## src/sv/nrmc_pkg.sv

```systemverilog
`default_nettype none

package nrmc_pkg;

	// request classes handed from the front to the back
	typedef enum logic [2:0] {
		TOK_HDR_ERR  = 3'd0,
		TOK_HDR_DONE = 3'd1,
		TOK_COMMA    = 3'd2,
		TOK_STAR     = 3'd3,
		TOK_CHAR     = 3'd4
	} tok_op_t;

	typedef struct packed {
		tok_op_t    op;
		logic [7:0] ch;
	} token_t;

	localparam logic [2:0] HDR_LAST = 3'd6;

	localparam logic [7:0] CH_COMMA = 8'h2C;
	localparam logic [7:0] CH_STAR  = 8'h2A;
	localparam logic [7:0] CH_A     = 8'h41;
	localparam logic [7:0] CH_N     = 8'h4E;
	localparam logic [7:0] CH_E     = 8'h45;
	localparam logic [7:0] CH_MINUS = 8'h2D;
	localparam logic [7:0] CH_PLUS  = 8'h2B;
	localparam logic [7:0] CH_ZERO  = 8'h30;
	localparam logic [7:0] CH_NINE  = 8'h39;
	localparam logic [7:0] CH_SPACE = 8'h20;
	localparam logic [7:0] CH_TAB   = 8'h09;
	localparam logic [7:0] CH_CR    = 8'h0D;

	localparam logic [3:0] FLD_STATUS = 4'd1;
	localparam logic [3:0] FLD_LAT    = 4'd2;
	localparam logic [3:0] FLD_NS     = 4'd3;
	localparam logic [3:0] FLD_LON    = 4'd4;
	localparam logic [3:0] FLD_EW     = 4'd5;
	localparam logic [3:0] FLD_MAX    = 4'd15;

	localparam logic [15:0] MAG_MAX = 16'hFFFF;

	// "$GPRMC,"
	function automatic logic [7:0] hdr_char(input logic [2:0] pos);
		logic [7:0] c;
		case (pos)
			3'd0:    c = 8'h24;
			3'd1:    c = 8'h47;
			3'd2:    c = 8'h50;
			3'd3:    c = 8'h52;
			3'd4:    c = 8'h4D;
			3'd5:    c = 8'h43;
			3'd6:    c = 8'h2C;
			default: c = 8'h24;
		endcase
		return c;
	endfunction

endpackage

`default_nettype wire

```

## src/sv/nrmc_front.sv

```systemverilog
`default_nettype none

module nrmc_front import nrmc_pkg::*; (
	input  wire logic       clk,
	input  wire logic       arst_n,
	input  wire logic       in_valid,
	output logic            in_ready,
	input  wire logic [7:0] rx_byte,
	output logic            push_valid,
	input  wire logic       push_ready,
	output token_t          push_data
);

	logic       in_body_q;
	logic [2:0] hdr_pos_q;
	logic       accept;

	assign in_ready = push_ready;
	assign accept   = in_valid && push_ready;

	always_comb begin
		push_valid     = 1'b0;
		push_data.op   = TOK_CHAR;
		push_data.ch   = rx_byte;
		if (in_valid) begin
			if (!in_body_q) begin
				if (rx_byte != hdr_char(hdr_pos_q)) begin
					push_valid   = 1'b1;
					push_data.op = TOK_HDR_ERR;
				end else if (hdr_pos_q == HDR_LAST) begin
					push_valid   = 1'b1;
					push_data.op = TOK_HDR_DONE;
				end
			end else begin
				push_valid = 1'b1;
				if (rx_byte == CH_COMMA) begin
					push_data.op = TOK_COMMA;
				end else if (rx_byte == CH_STAR) begin
					push_data.op = TOK_STAR;
				end
			end
		end
	end

	// header hunt and body tracking depend on the byte stream alone
	always_ff @(posedge clk or negedge arst_n) begin
		if (!arst_n) begin
			in_body_q <= 1'b0;
			hdr_pos_q <= '0;
		end else if (accept) begin
			if (!in_body_q) begin
				if (rx_byte != hdr_char(hdr_pos_q)) begin
					hdr_pos_q <= '0;
				end else if (hdr_pos_q == HDR_LAST) begin
					hdr_pos_q <= '0;
					in_body_q <= 1'b1;
				end else begin
					hdr_pos_q <= hdr_pos_q + 3'd1;
				end
			end else if (rx_byte == CH_STAR) begin
				in_body_q <= 1'b0;
			end
		end
	end

endmodule

`default_nettype wire

```

## src/sv/nrmc_queue.sv

```systemverilog
`default_nettype none

module nrmc_queue import nrmc_pkg::*; #(
	parameter int DEPTH = 2
) (
	input  wire logic   clk,
	input  wire logic   arst_n,
	input  wire logic   push_valid,
	output logic        push_ready,
	input  wire token_t push_data,
	output logic        pop_valid,
	input  wire logic   pop_ready,
	output token_t      pop_data
);

	localparam int PTR_W = $clog2(DEPTH);
	localparam int CNT_W = $clog2(DEPTH + 1);

	token_t             mem_q [DEPTH];
	logic [PTR_W-1:0]   wr_ptr_q;
	logic [PTR_W-1:0]   rd_ptr_q;
	logic [CNT_W-1:0]   count_q;
	logic               do_push;
	logic               do_pop;

	assign push_ready = count_q != CNT_W'(DEPTH);
	assign pop_valid  = count_q != '0;
	assign pop_data   = mem_q[rd_ptr_q];
	assign do_push    = push_valid && push_ready;
	assign do_pop     = pop_valid && pop_ready;

	always_ff @(posedge clk) begin
		if (do_push) begin
			mem_q[wr_ptr_q] <= push_data;
		end
	end

	always_ff @(posedge clk or negedge arst_n) begin
		if (!arst_n) begin
			wr_ptr_q <= '0;
			rd_ptr_q <= '0;
			count_q  <= '0;
		end else begin
			if (do_push) begin
				wr_ptr_q <= (wr_ptr_q == PTR_W'(DEPTH - 1)) ? '0 : wr_ptr_q + 1'b1;
			end
			if (do_pop) begin
				rd_ptr_q <= (rd_ptr_q == PTR_W'(DEPTH - 1)) ? '0 : rd_ptr_q + 1'b1;
			end
			if (do_push && !do_pop) begin
				count_q <= count_q + 1'b1;
			end else if (do_pop && !do_push) begin
				count_q <= count_q - 1'b1;
			end
		end
	end

endmodule

`default_nettype wire

```

## src/sv/nrmc_back.sv

```systemverilog
`default_nettype none

module nrmc_back import nrmc_pkg::*; (
	input  wire logic          clk,
	input  wire logic          arst_n,
	input  wire logic          pop_valid,
	output logic               pop_ready,
	input  wire token_t        pop_data,
	output logic               out_valid,
	input  wire logic          out_ready,
	output logic               kind,
	output logic               fix_valid,
	output logic signed [16:0] latitude,
	output logic signed [16:0] longitude
);

	logic [3:0]         fnum_q,    fnum_d;
	logic [1:0]         flen_q,    flen_d;
	logic [7:0]         first_q,   first_d;
	logic [15:0]        acc_q,     acc_d;
	logic               ended_q,   ended_d;
	logic               neg_q,     neg_d;
	logic               started_q, started_d;
	logic               status_q,  status_d;
	logic signed [16:0] plat_q,    plat_d;
	logic signed [16:0] plon_q,    plon_d;
	logic               north_q,   north_d;
	logic               east_q,    east_d;
	logic signed [16:0] hlat_q,    hlat_d;
	logic signed [16:0] hlon_q,    hlon_d;

	logic               out_valid_q;
	logic               kind_q;
	logic               fix_q;
	logic signed [16:0] lat_q;
	logic signed [16:0] lon_q;

	logic               emit;
	logic               emit_kind;
	logic               do_pop;
	logic [7:0]         c;
	logic               is_digit;
	logic               is_space;
	logic signed [16:0] mag;
	logic signed [16:0] v;
	logic [19:0]        n;

	assign c        = pop_data.ch;
	assign is_digit = (c >= CH_ZERO) && (c <= CH_NINE);
	assign is_space = (c == CH_SPACE) || ((c >= CH_TAB) && (c <= CH_CR));
	assign mag      = $signed({1'b0, acc_q});
	assign v        = neg_q ? 17'(-mag) : mag;
	assign n        = 20'({acc_q, 3'b000}) + 20'({acc_q, 1'b0}) + 20'(c[3:0]);

	assign emit      = (pop_data.op == TOK_HDR_ERR) || (pop_data.op == TOK_STAR);
	// requests that produce no result never wait on the output register
	assign pop_ready = !emit || !out_valid_q || out_ready;
	assign do_pop    = pop_valid && pop_ready;

	always_comb begin
		fnum_d    = fnum_q;
		flen_d    = flen_q;
		first_d   = first_q;
		acc_d     = acc_q;
		ended_d   = ended_q;
		neg_d     = neg_q;
		started_d = started_q;
		status_d  = status_q;
		plat_d    = plat_q;
		plon_d    = plon_q;
		north_d   = north_q;
		east_d    = east_q;
		hlat_d    = hlat_q;
		hlon_d    = hlon_q;
		emit_kind = 1'b0;

		unique case (pop_data.op) inside
			TOK_HDR_ERR: begin
				emit_kind = 1'b0;
			end
			TOK_HDR_DONE: begin
				fnum_d    = '0;
				flen_d    = '0;
				first_d   = '0;
				acc_d     = '0;
				ended_d   = 1'b0;
				neg_d     = 1'b0;
				started_d = 1'b0;
				status_d  = 1'b0;
				plat_d    = '0;
				plon_d    = '0;
				north_d   = 1'b0;
				east_d    = 1'b0;
			end
			TOK_COMMA, TOK_STAR: begin
				case (fnum_q)
					FLD_STATUS: status_d = (flen_q == 2'd1) && (first_q == CH_A);
					FLD_LAT:    plat_d   = v;
					FLD_NS:     north_d  = (flen_q == 2'd1) && (first_q == CH_N);
					FLD_LON:    plon_d   = v;
					FLD_EW:     east_d   = (flen_q == 2'd1) && (first_q == CH_E);
					default:    ;
				endcase
				if (fnum_q != FLD_MAX) begin
					fnum_d = fnum_q + 4'd1;
				end
				flen_d    = '0;
				first_d   = '0;
				acc_d     = '0;
				ended_d   = 1'b0;
				neg_d     = 1'b0;
				started_d = 1'b0;
				if (pop_data.op == TOK_STAR) begin
					emit_kind = 1'b1;
					if (status_d) begin
						hlat_d = north_d ? plat_d : 17'(-plat_d);
						hlon_d = east_d ? plon_d : 17'(-plon_d);
					end
				end
			end
			TOK_CHAR: begin
				if (flen_q == 2'd0) begin
					first_d = c;
				end
				if (flen_q != 2'd3) begin
					flen_d = flen_q + 2'd1;
				end
				if (!ended_q) begin
					if (!started_q && is_space) begin
						// leading white space is skipped
					end else if (!started_q && ((c == CH_MINUS) || (c == CH_PLUS))) begin
						started_d = 1'b1;
						neg_d     = (c == CH_MINUS);
					end else begin
						started_d = 1'b1;
						if (is_digit) begin
							acc_d = (n > 20'(MAG_MAX)) ? MAG_MAX : n[15:0];
						end else begin
							ended_d = 1'b1;
						end
					end
				end
			end
			default: ;
		endcase
	end

	always_ff @(posedge clk or negedge arst_n) begin
		if (!arst_n) begin
			fnum_q    <= '0;
			flen_q    <= '0;
			first_q   <= '0;
			acc_q     <= '0;
			ended_q   <= 1'b0;
			neg_q     <= 1'b0;
			started_q <= 1'b0;
			status_q  <= 1'b0;
			plat_q    <= '0;
			plon_q    <= '0;
			north_q   <= 1'b0;
			east_q    <= 1'b0;
			hlat_q    <= '0;
			hlon_q    <= '0;
		end else if (do_pop) begin
			fnum_q    <= fnum_d;
			flen_q    <= flen_d;
			first_q   <= first_d;
			acc_q     <= acc_d;
			ended_q   <= ended_d;
			neg_q     <= neg_d;
			started_q <= started_d;
			status_q  <= status_d;
			plat_q    <= plat_d;
			plon_q    <= plon_d;
			north_q   <= north_d;
			east_q    <= east_d;
			hlat_q    <= hlat_d;
			hlon_q    <= hlon_d;
		end
	end

	always_ff @(posedge clk or negedge arst_n) begin
		if (!arst_n) begin
			out_valid_q <= 1'b0;
		end else if (do_pop && emit) begin
			out_valid_q <= 1'b1;
		end else if (out_ready) begin
			out_valid_q <= 1'b0;
		end
	end

	always_ff @(posedge clk) begin
		if (do_pop && emit) begin
			kind_q <= emit_kind;
			fix_q  <= emit_kind && status_d;
			lat_q  <= hlat_d;
			lon_q  <= hlon_d;
		end
	end

	assign out_valid = out_valid_q;
	assign kind      = kind_q;
	assign fix_valid = fix_q;
	assign latitude  = lat_q;
	assign longitude = lon_q;

endmodule

`default_nettype wire

```

## src/sv/nmea_rmc_position_parser_unit.sv

```systemverilog
// Channel  Handshake             Payload
// in       in_valid / in_ready   rx_byte[7:0]
// out      out_valid / out_ready kind, fix_valid, latitude[16:0], longitude[16:0]
//
// One byte per cycle sustained while the output is not stalled; a result passes
// through the request queue, then the output register in the back end.
// arst_n clears the header hunt, the field state and the held position to zero.
// A stalled output holds only requests that make a result; others keep draining.
// in_ready drops only when the QUEUE_DEPTH-entry request queue is full.
`default_nettype none

module nmea_rmc_position_parser_unit import nrmc_pkg::*; #(
	parameter int QUEUE_DEPTH = 2
) (
	input  wire logic          clk,
	input  wire logic          arst_n,
	input  wire logic          in_valid,
	output logic               in_ready,
	input  wire logic [7:0]    rx_byte,
	output logic               out_valid,
	input  wire logic          out_ready,
	output logic               kind,
	output logic               fix_valid,
	output logic signed [16:0] latitude,
	output logic signed [16:0] longitude
);

	logic   push_valid;
	logic   push_ready;
	token_t push_data;
	logic   pop_valid;
	logic   pop_ready;
	token_t pop_data;

	nrmc_front u_front (
		.clk        (clk),
		.arst_n     (arst_n),
		.in_valid   (in_valid),
		.in_ready   (in_ready),
		.rx_byte    (rx_byte),
		.push_valid (push_valid),
		.push_ready (push_ready),
		.push_data  (push_data)
	);

	nrmc_queue #(
		.DEPTH (QUEUE_DEPTH)
	) u_queue (
		.clk        (clk),
		.arst_n     (arst_n),
		.push_valid (push_valid),
		.push_ready (push_ready),
		.push_data  (push_data),
		.pop_valid  (pop_valid),
		.pop_ready  (pop_ready),
		.pop_data   (pop_data)
	);

	nrmc_back u_back (
		.clk       (clk),
		.arst_n    (arst_n),
		.pop_valid (pop_valid),
		.pop_ready (pop_ready),
		.pop_data  (pop_data),
		.out_valid (out_valid),
		.out_ready (out_ready),
		.kind      (kind),
		.fix_valid (fix_valid),
		.latitude  (latitude),
		.longitude (longitude)
	);

endmodule

`default_nettype wire

```

## config.mk

```make
export PLATFORM = sky130hd
export DESIGN_NAME = nmea_rmc_position_parser_unit
export DESIGN_NICKNAME = d
export VERILOG_FILES = /design/src/sv/nrmc_pkg.sv /design/src/sv/nrmc_front.sv /design/src/sv/nrmc_queue.sv /design/src/sv/nrmc_back.sv /design/src/sv/nmea_rmc_position_parser_unit.sv
export SDC_FILE = /design/constraint.sdc
export NUM_CORES = 1
export LEC_CHECK = 0
export BUFFER_PORTS_ARGS = -buffer_cell sky130_fd_sc_hd__buf_2
export CAP_MARGIN = 5
export CORE_ASPECT_RATIO = 0.7
export CORE_MARGIN = 5
export CORE_UTILIZATION = 46
export DETAILED_ROUTE_END_ITERATION = 10
export MAX_ROUTING_LAYER = met4
export SYNTH_ARGS = -nofsm -noshare
export SYNTH_HDL_FRONTEND = slang
export SYNTH_SLANG_ARGS = --single-unit
```

## constraint.sdc

```tcl
create_clock -name clk -period 5.93 [get_ports clk]
set_clock_uncertainty 0.15 [all_clocks]
set_input_delay 1.186 -clock clk [delete_from_list [all_inputs] [get_ports clk]]
set_output_delay 1.186 -clock clk [all_outputs]
set_load 0.02 [all_outputs]
```

### Word-level counts from Yosys, hierarchy flattened

Memory sizes are Yosys's and may differ from the RTL's.
Cells that the tools add are included.

| cells by class | value |
|---|---|
| $add $sub $neg | 12 |
| order comparisons | 5 |
| equal/unequal tests | 37 |
| muxes and demuxes | 77 |
| bitwise logic cells | 1 |
| reductions and logical operators | 42 |

Operators with widths:

| operator | number |
|---|---|
| $mux W17 | 13 |
| $mux W16 | 5 |
| $pmux W17 S2 | 2 |
| $pmux W7 S6 | 1 |
| $eq A8 B6 Y1 const B | 5 |
| $neg A17 Y17 | 2 |
| $mux W8 | 4 |
| $pmux W16 S2 | 1 |
| $mux W1 | 30 |
| $eq A8 B7 Y1 const B | 3 |
| $mux W3 | 8 |
| $add A19 B17 Y20 | 1 |
| $add A20 B4 Y20 | 1 |
| $gt A20 B16 Y1 const B | 1 |
| $neg A16 Y17 | 1 |
| $ne A2 B2 Y1 const B | 8 |
| $ne A8 B8 Y1 | 2 |
| $pmux W8 S2 | 1 |
| $logic_and A1 B1 Y1 | 14 |
| $eq A3 B2 Y1 const B | 4 |
| $eq A3 B3 Y1 const B | 4 |
| $pmux W1 S2 | 6 |
| $reduce_bool A2 Y1 | 5 |
| $reduce_and A3 Y1 | 3 |
| 31 further kinds | 49 |

| storage, ports and cells | value |
|---|---|
| register bits after elaboration | 149 |
| memory bits (writable) | 22 |
| input bits | 12 |
| output and inout bits | 38 |
| memories | 1 |

Memory list:

| memory | depth | bits a word | rd ports | clocked after memory_dff | write ports | line | source |
|---|---|---|---|---|---|---|---|
| u_queue.mem_q | 2 | 11 | 1 | 0 | 1 | nrmc_queue.sv:19 | `token_t mem_q [DEPTH];` |

### Longest topological paths before layout

| depth | value |
|---|---|
| depth in word-level cells | 13 |
| gate-level depth with buffers | 15 |

### Modules after synthesis

From an unflattened synthesis, not the netlist that was laid out.

| second synthesis, totals | value |
|---|---|
| cells, all modules | 964 |
| area, all modules | 10035.9 µm² |

By module, submodules not included:

| module | instances | cells an instance | area an instance (µm²) |
|---|---|---|---|
| nrmc_back | 1 | 827 | 8355.5 |
| nrmc_queue | 1 | 52 | 1003.5 |
| nrmc_front | 1 | 85 | 676.9 |

### Least setup slack after synthesis

OpenSTA, ideal clock, no wires.

| timing path | value |
|---|---|
| path type | in2reg |
| start point | input port out_ready |
| end point | register u_back.fix_q (netlist: u_back.fix_valid), enable pin |
| setup time | 0.474 ns |
| data arrival time | 4.314 ns |
| setup slack | 0.992 ns |
| stages on the path | 5 |
| path through | nand2b_1 > o32ai_1 > buf_2 > buf_2 > nor3_1 |

| between the ends | value |
|---|---|
| cells in the longest elaborated chain, start to end | 3 |

RTL lines:

| what | line | source |
|---|---|---|
| start, declared | nmea_rmc_position_parser_unit.sv:21 | `input wire logic out_ready,` |
| $logic_or A1 B1 Y1 | nrmc_back.sv:57 | `assign pop_ready = !emit \|\| !out_valid_q \|\| out_ready;` |
| $logic_and A1 B1 Y1 | nrmc_back.sv:58 | `assign do_pop = pop_valid && pop_ready;` |
| $logic_and A1 B1 Y1 | nrmc_back.sv:193 | `if (do_pop && emit) begin` |
| end signal, assigned | nrmc_back.sv:195 | `fix_q <= emit_kind && status_d;` |
| end, declared | nrmc_back.sv:34 | `logic fix_q;` |

No other way between the ends.
A chain may end at the register's enable or synchronous reset.

### Worst setup path after layout

| timing path | value |
|---|---|
| start point | register u_queue.rd_ptr_q |
| end point | register u_back.acc_q[15] |

| between the ends | value |
|---|---|
| cells in the longest elaborated chain, start to end | 9 |
| elaborated cells between the ends (all ways) | 39 |
| classes of those cells | add/sub (1); order compare (5); eq/ne (11); mux (6); reduce/logical (15); memory (1) |

RTL lines:

| what | line | source |
|---|---|---|
| start, declared | nrmc_queue.sv:21 | `logic [PTR_W-1:0] rd_ptr_q;` |
| start signal, assigned | nrmc_queue.sv:48 | `rd_ptr_q <= (rd_ptr_q == PTR_W'(DEPTH - 1)) ? '0 : rd_ptr_q + 1'b1;` |
| $mem_v2 Z2 W11 * | - |  |
| $add A20 B4 Y20 | nrmc_back.sv:53 | `assign n = 20'({acc_q, 3'b000}) + 20'({acc_q, 1'b0}) + 20'(c[3:0]);` |
| $gt A20 B16 Y1 | nrmc_back.sv:137 | `acc_d = (n > 20'(MAG_MAX)) ? MAG_MAX : n[15:0];` |
| $mux W16 | nrmc_back.sv:137 |  |
| $mux W16 | nrmc_back.sv:136 | `if (is_digit) begin` |
| $mux W16 | nrmc_back.sv:131 | `end else if (!started_q && ((c == CH_MINUS) \|\| (c == CH_PLUS))) begin` |
| $mux W16 | nrmc_back.sv:129 | `if (!started_q && is_space) begin` |
| $mux W16 | nrmc_back.sv:128 | `if (!ended_q) begin` |
| $pmux W16 S2 | nrmc_back.sv:77 | `unique case (pop_data.op) inside` |
| end signal, assigned | nrmc_back.sv:153 | `acc_q <= '0;` |
| end signal, assigned | nrmc_back.sv:168 | `acc_q <= acc_d;` |
| end, declared | nrmc_back.sv:20 | `logic [15:0] acc_q, acc_d;` |

Every way passes the cells marked *; elsewhere a longest branch is shown, timed or not. The select of a mux whose other input is x is not followed.

==> flow_summary_export.csv <==
group,metric,value,unit
run_status,status,"finished clean",
critical_path,crit_start,"u_queue.rd_ptr_q",
floorplanning,core,0.0217,sq mm
critical_path,worst-setup-path-type,"reg -> reg",
route,wl_per_cell,17.8,um
synthesis,synthCells,1024,
synthesis,synth_cell_types,84,
synthesis,synth_compound_area_frac,0.199,
global_routing,grt_pass1_wl,40600,um
floorplanning,die_h,134,um
synthesis,yosys.area.top_type,"dfrtp_1",
global_routing,grt_max_degree,68,
route,num_vias,7803,
critical_path,critical_path.max_fanout,16,
clock_tree,insertion_delay,0.43,ns
placed_design,postPlaceCellArea,0.0106,sq mm
critical_path,cp_top_family,"compound AO/OA/AOI/OAI gates",
synthesis,syn_area_per_cell,9.88,sq um
clock_tree,cts_setup_buffers,0,
route,routed_via_density,5.78,
floorplanning,dieWidth,187,um
clock_tree,cts_tree,"done",
floorplanning,rows,45,
sta,timing.fmax,246,MHz
critical_path,critPathMaxStageDelay,0.55,ns
placed_design,pre_cts_ws,1.90,ns
route,drc_errors,0,
sta,worst_pin_slew,1.20,ns
route,detail-route-antenna-nets,0,
clock_tree,cts.sinks,171,
clock_tree,htree_levels,4,
synthesis,synth_area,0.0101,sq mm
critical_path,cp.required,6.10,ns
power,max-vdd-ir-drop,0.206,mV
synthesis,yosysMostFrequentCell,"nand2_1",
clock_tree,cts_buffer_depth,2,
synthesis,muxShareOfSynthArea,0.0495,
synthesis,synthTopCellsByCount,"nand2_1, dfrtp_1, o21ai_0",
critical_path,reg2reg_from,"u_queue.rd_ptr_q",
route,routed_wirelength,24000,um
global_routing,overflow,0,
synthesis,synth_edf_count,58,
sta,finalCritPeriodShare,0.686,
clock_tree,post_cts_resized,0,
power,leakage,4.90,nW
placed_design,place.gp.congestion,0.839,
synthesis,yosysSeqAreaShare,0.452,
sta,period_needed,4.07,ns
placed_design,portBuffers,49,
finish,drive_above_1_share,0.137,
placed_design,hpwl,17500,um
floorplanning,ioPinCount,50,
critical_path,critPathCapture,"u_back.acc_q[15]",
critical_path,critPathLaunchType,"flip-flop",
global_routing,grtUsageTotal,0.205,
finish,num_antenna_cells,0,
synthesis,synth_xor_area_frac,0.0604,
sta,grt_setup_unrepaired,"no",
clock_tree,hold_buffers,0,
power,power.total,4.13,mW
route,drt_iter0_markers,604,
synthesis,synth_seq_cells,171,
critical_path,cp.arrival,4.24,ns
global_routing,grt_antenna_before_repair,0,
sta,slew_violations,0,
synthesis,synth_top_family_by_area,"compound AO/OA/AOI/OAI gates",
hold_path,hold_class,"reg -> reg",
critical_path,crit_top_cell,"a31oi_1",
power,powerDensity,368,mW/mm^2
sta,fin_tns_setup,0,ns
finish,area_delta_synth_final,11.0,%
route,firstDrtPassIters,5,
sta,setup_viol,0,
synthesis,synth_area_leaders,"dfrtp_1, edfxtp_1, nand2_1",
synthesis,async_flop_share,0.661,
synthesis,yosysWarnings,0,
critical_path,rrSetupSlack,1.86,ns
sta,hold_viol_final,0,
finish,fillers,1970,
critical_path,r2r_cells,14,
synthesis,synth-simple-area-share,0.153,
synthesis,synth.top_cell.area_share,0.279,
critical_path,slowest_stage,"dfrtp_1",
synthesis,synthAdderAreaFrac,0.0571,
critical_path,crit_chain,"mux2i_1 > inv_1 > ha_1 > ha_1 > fa_1 > a21o_1 > a31oi_1 > a31oi_1 > a31oi_1 > or3_1 > xnor2_1 > o31ai_1 > buf_4 > nand2_1",
synthesis,synth_flop_cell,"dfrtp_1",
critical_path,crit_buf_inv,2,
finish,nNetsFinal,1111,
critical_path,cp.depth,14,
critical_path,timing.rr.end,"u_back.acc_q[15]",
floorplanning,start_util,0.467,
finish,design_area,0.0112,sq mm
critical_path,end_kind,"flip-flop",
sta,maxSlewHeadroom,0.199,
sta,finalWorstSetupSlack,1.86,ns
global_routing,grt_pass1_vias,7392,
synthesis,syn_nets,1081,
floorplanning,dieArea,0.0251,sq mm
clock_tree,clk_pin_slew,0.07,ns
clock_tree,numCtsBuffers,17,
clock_tree,root_buffer,"clkbuf_16",
flow_run,cap_violations,0,
## worst register-to-register path, stage by stage, from the launching register on
cell	delay (ns)
dfrtp_1	0.55
mux2i_1	0.53
inv_1	0.09
ha_1	0.29
ha_1	0.21
fa_1	0.23
a21o_1	0.14
a31oi_1	0.11
a31oi_1	0.43
a31oi_1	0.14
or3_1	0.40
xnor2_1	0.13
o31ai_1	0.23
buf_4	0.24
nand2_1	0.08
## sequential cells by signal, summed over array words and instances (netlist names), 3 cells and up
| signal | cells |
|---|---|
| u_back.acc_q | 16 |
| u_back.first_q | 8 |
| u_back.fnum_q | 4 |
| u_back.hlat_q | 17 |
| u_back.hlon_q | 17 |
| u_back.latitude | 17 |
| u_back.longitude | 17 |
| u_back.plat_q | 17 |
| u_back.plon_q | 17 |
| u_front.hdr_pos_q | 3 |
| u_queue.mem_q | 22 |
## stage by stage
stage,utilization,hold WS [ns],instances
final,0.518,0.326,1349
after global routing,0.518,0.350,1349
after CTS,0.518,0.331,1348
after detailed placement,0.489,0.316,1316
after global placement,0.489,0.305,1316
after floorplan,-,0.292,1024
## routing by layer
layer / track usage / wire [um] / vias up
met5: - / 0 / -
met4: 0.0411 / 180 / 0
met3: 0.0559 / 1700 / 15
met2: 0.265 / 9380 / 211
met1: 0.319 / 12700 / 3763
li1: - / - / 3814
## report_power, final
part,internal (mW),switching (mW),leakage (nW)
sequential,1.44,0.0999,2.11
clock,0.674,0.502,0.296
combinational,0.469,0.945,2.49
total,2.59,1.55,4.90
## layout make-up
cell class                 instances  area [sq um]  area share
clock buffer                      18           429      0.0382
clock inverter                    14           190      0.0169
inverter                          23          86.3     0.00769
multi-input combinational        781          5280       0.470
sequential                       171          4570       0.407
tap                              282           353      0.0314
timing repair buffer              60           328      0.0292
## how the worst min path moves through the flow
stage / to / startpoint / slack [ns] / depth (start not counted)
after floorplan: u_back.plon_q[15] / u_back.plon_q[15] / 0.29 / 2
after global placement: u_back.plon_q[8] / u_back.plon_q[8] / 0.31 / 2
after detailed placement: u_back.plon_q[8] / u_back.plon_q[8] / 0.32 / 2
after CTS: u_back.plon_q[8] / u_back.plon_q[8] / 0.33 / 2
after global routing: u_back.hlon_q[9] / u_back.hlon_q[9] / 0.35 / 2
final: u_back.plon_q[8] / u_back.plon_q[8] / 0.33 / 2
## logic make-up after synthesis
kind of cell,count (synthesis)
AOI/OAI and AO/OA,296
buffers and inverters,72
and+or+nand+nor,325
adders and majority gates,45
DFF,171
muxes,47
xor gates and xnor gates,68
## cell usage in the layout (no fill, tap or decap), types with 24 or more instances in the layout
cell type,count
nor2_1,60
edfxtp_1,58
ha_1,43
o21ai_0,106
xnor2_1,35
dfrtp_1,113
a21oi_1,41
nand2_1,151
buf_2,49
mux2_2,24
xor2_1,31
Power figures use the tool's default switching activity.
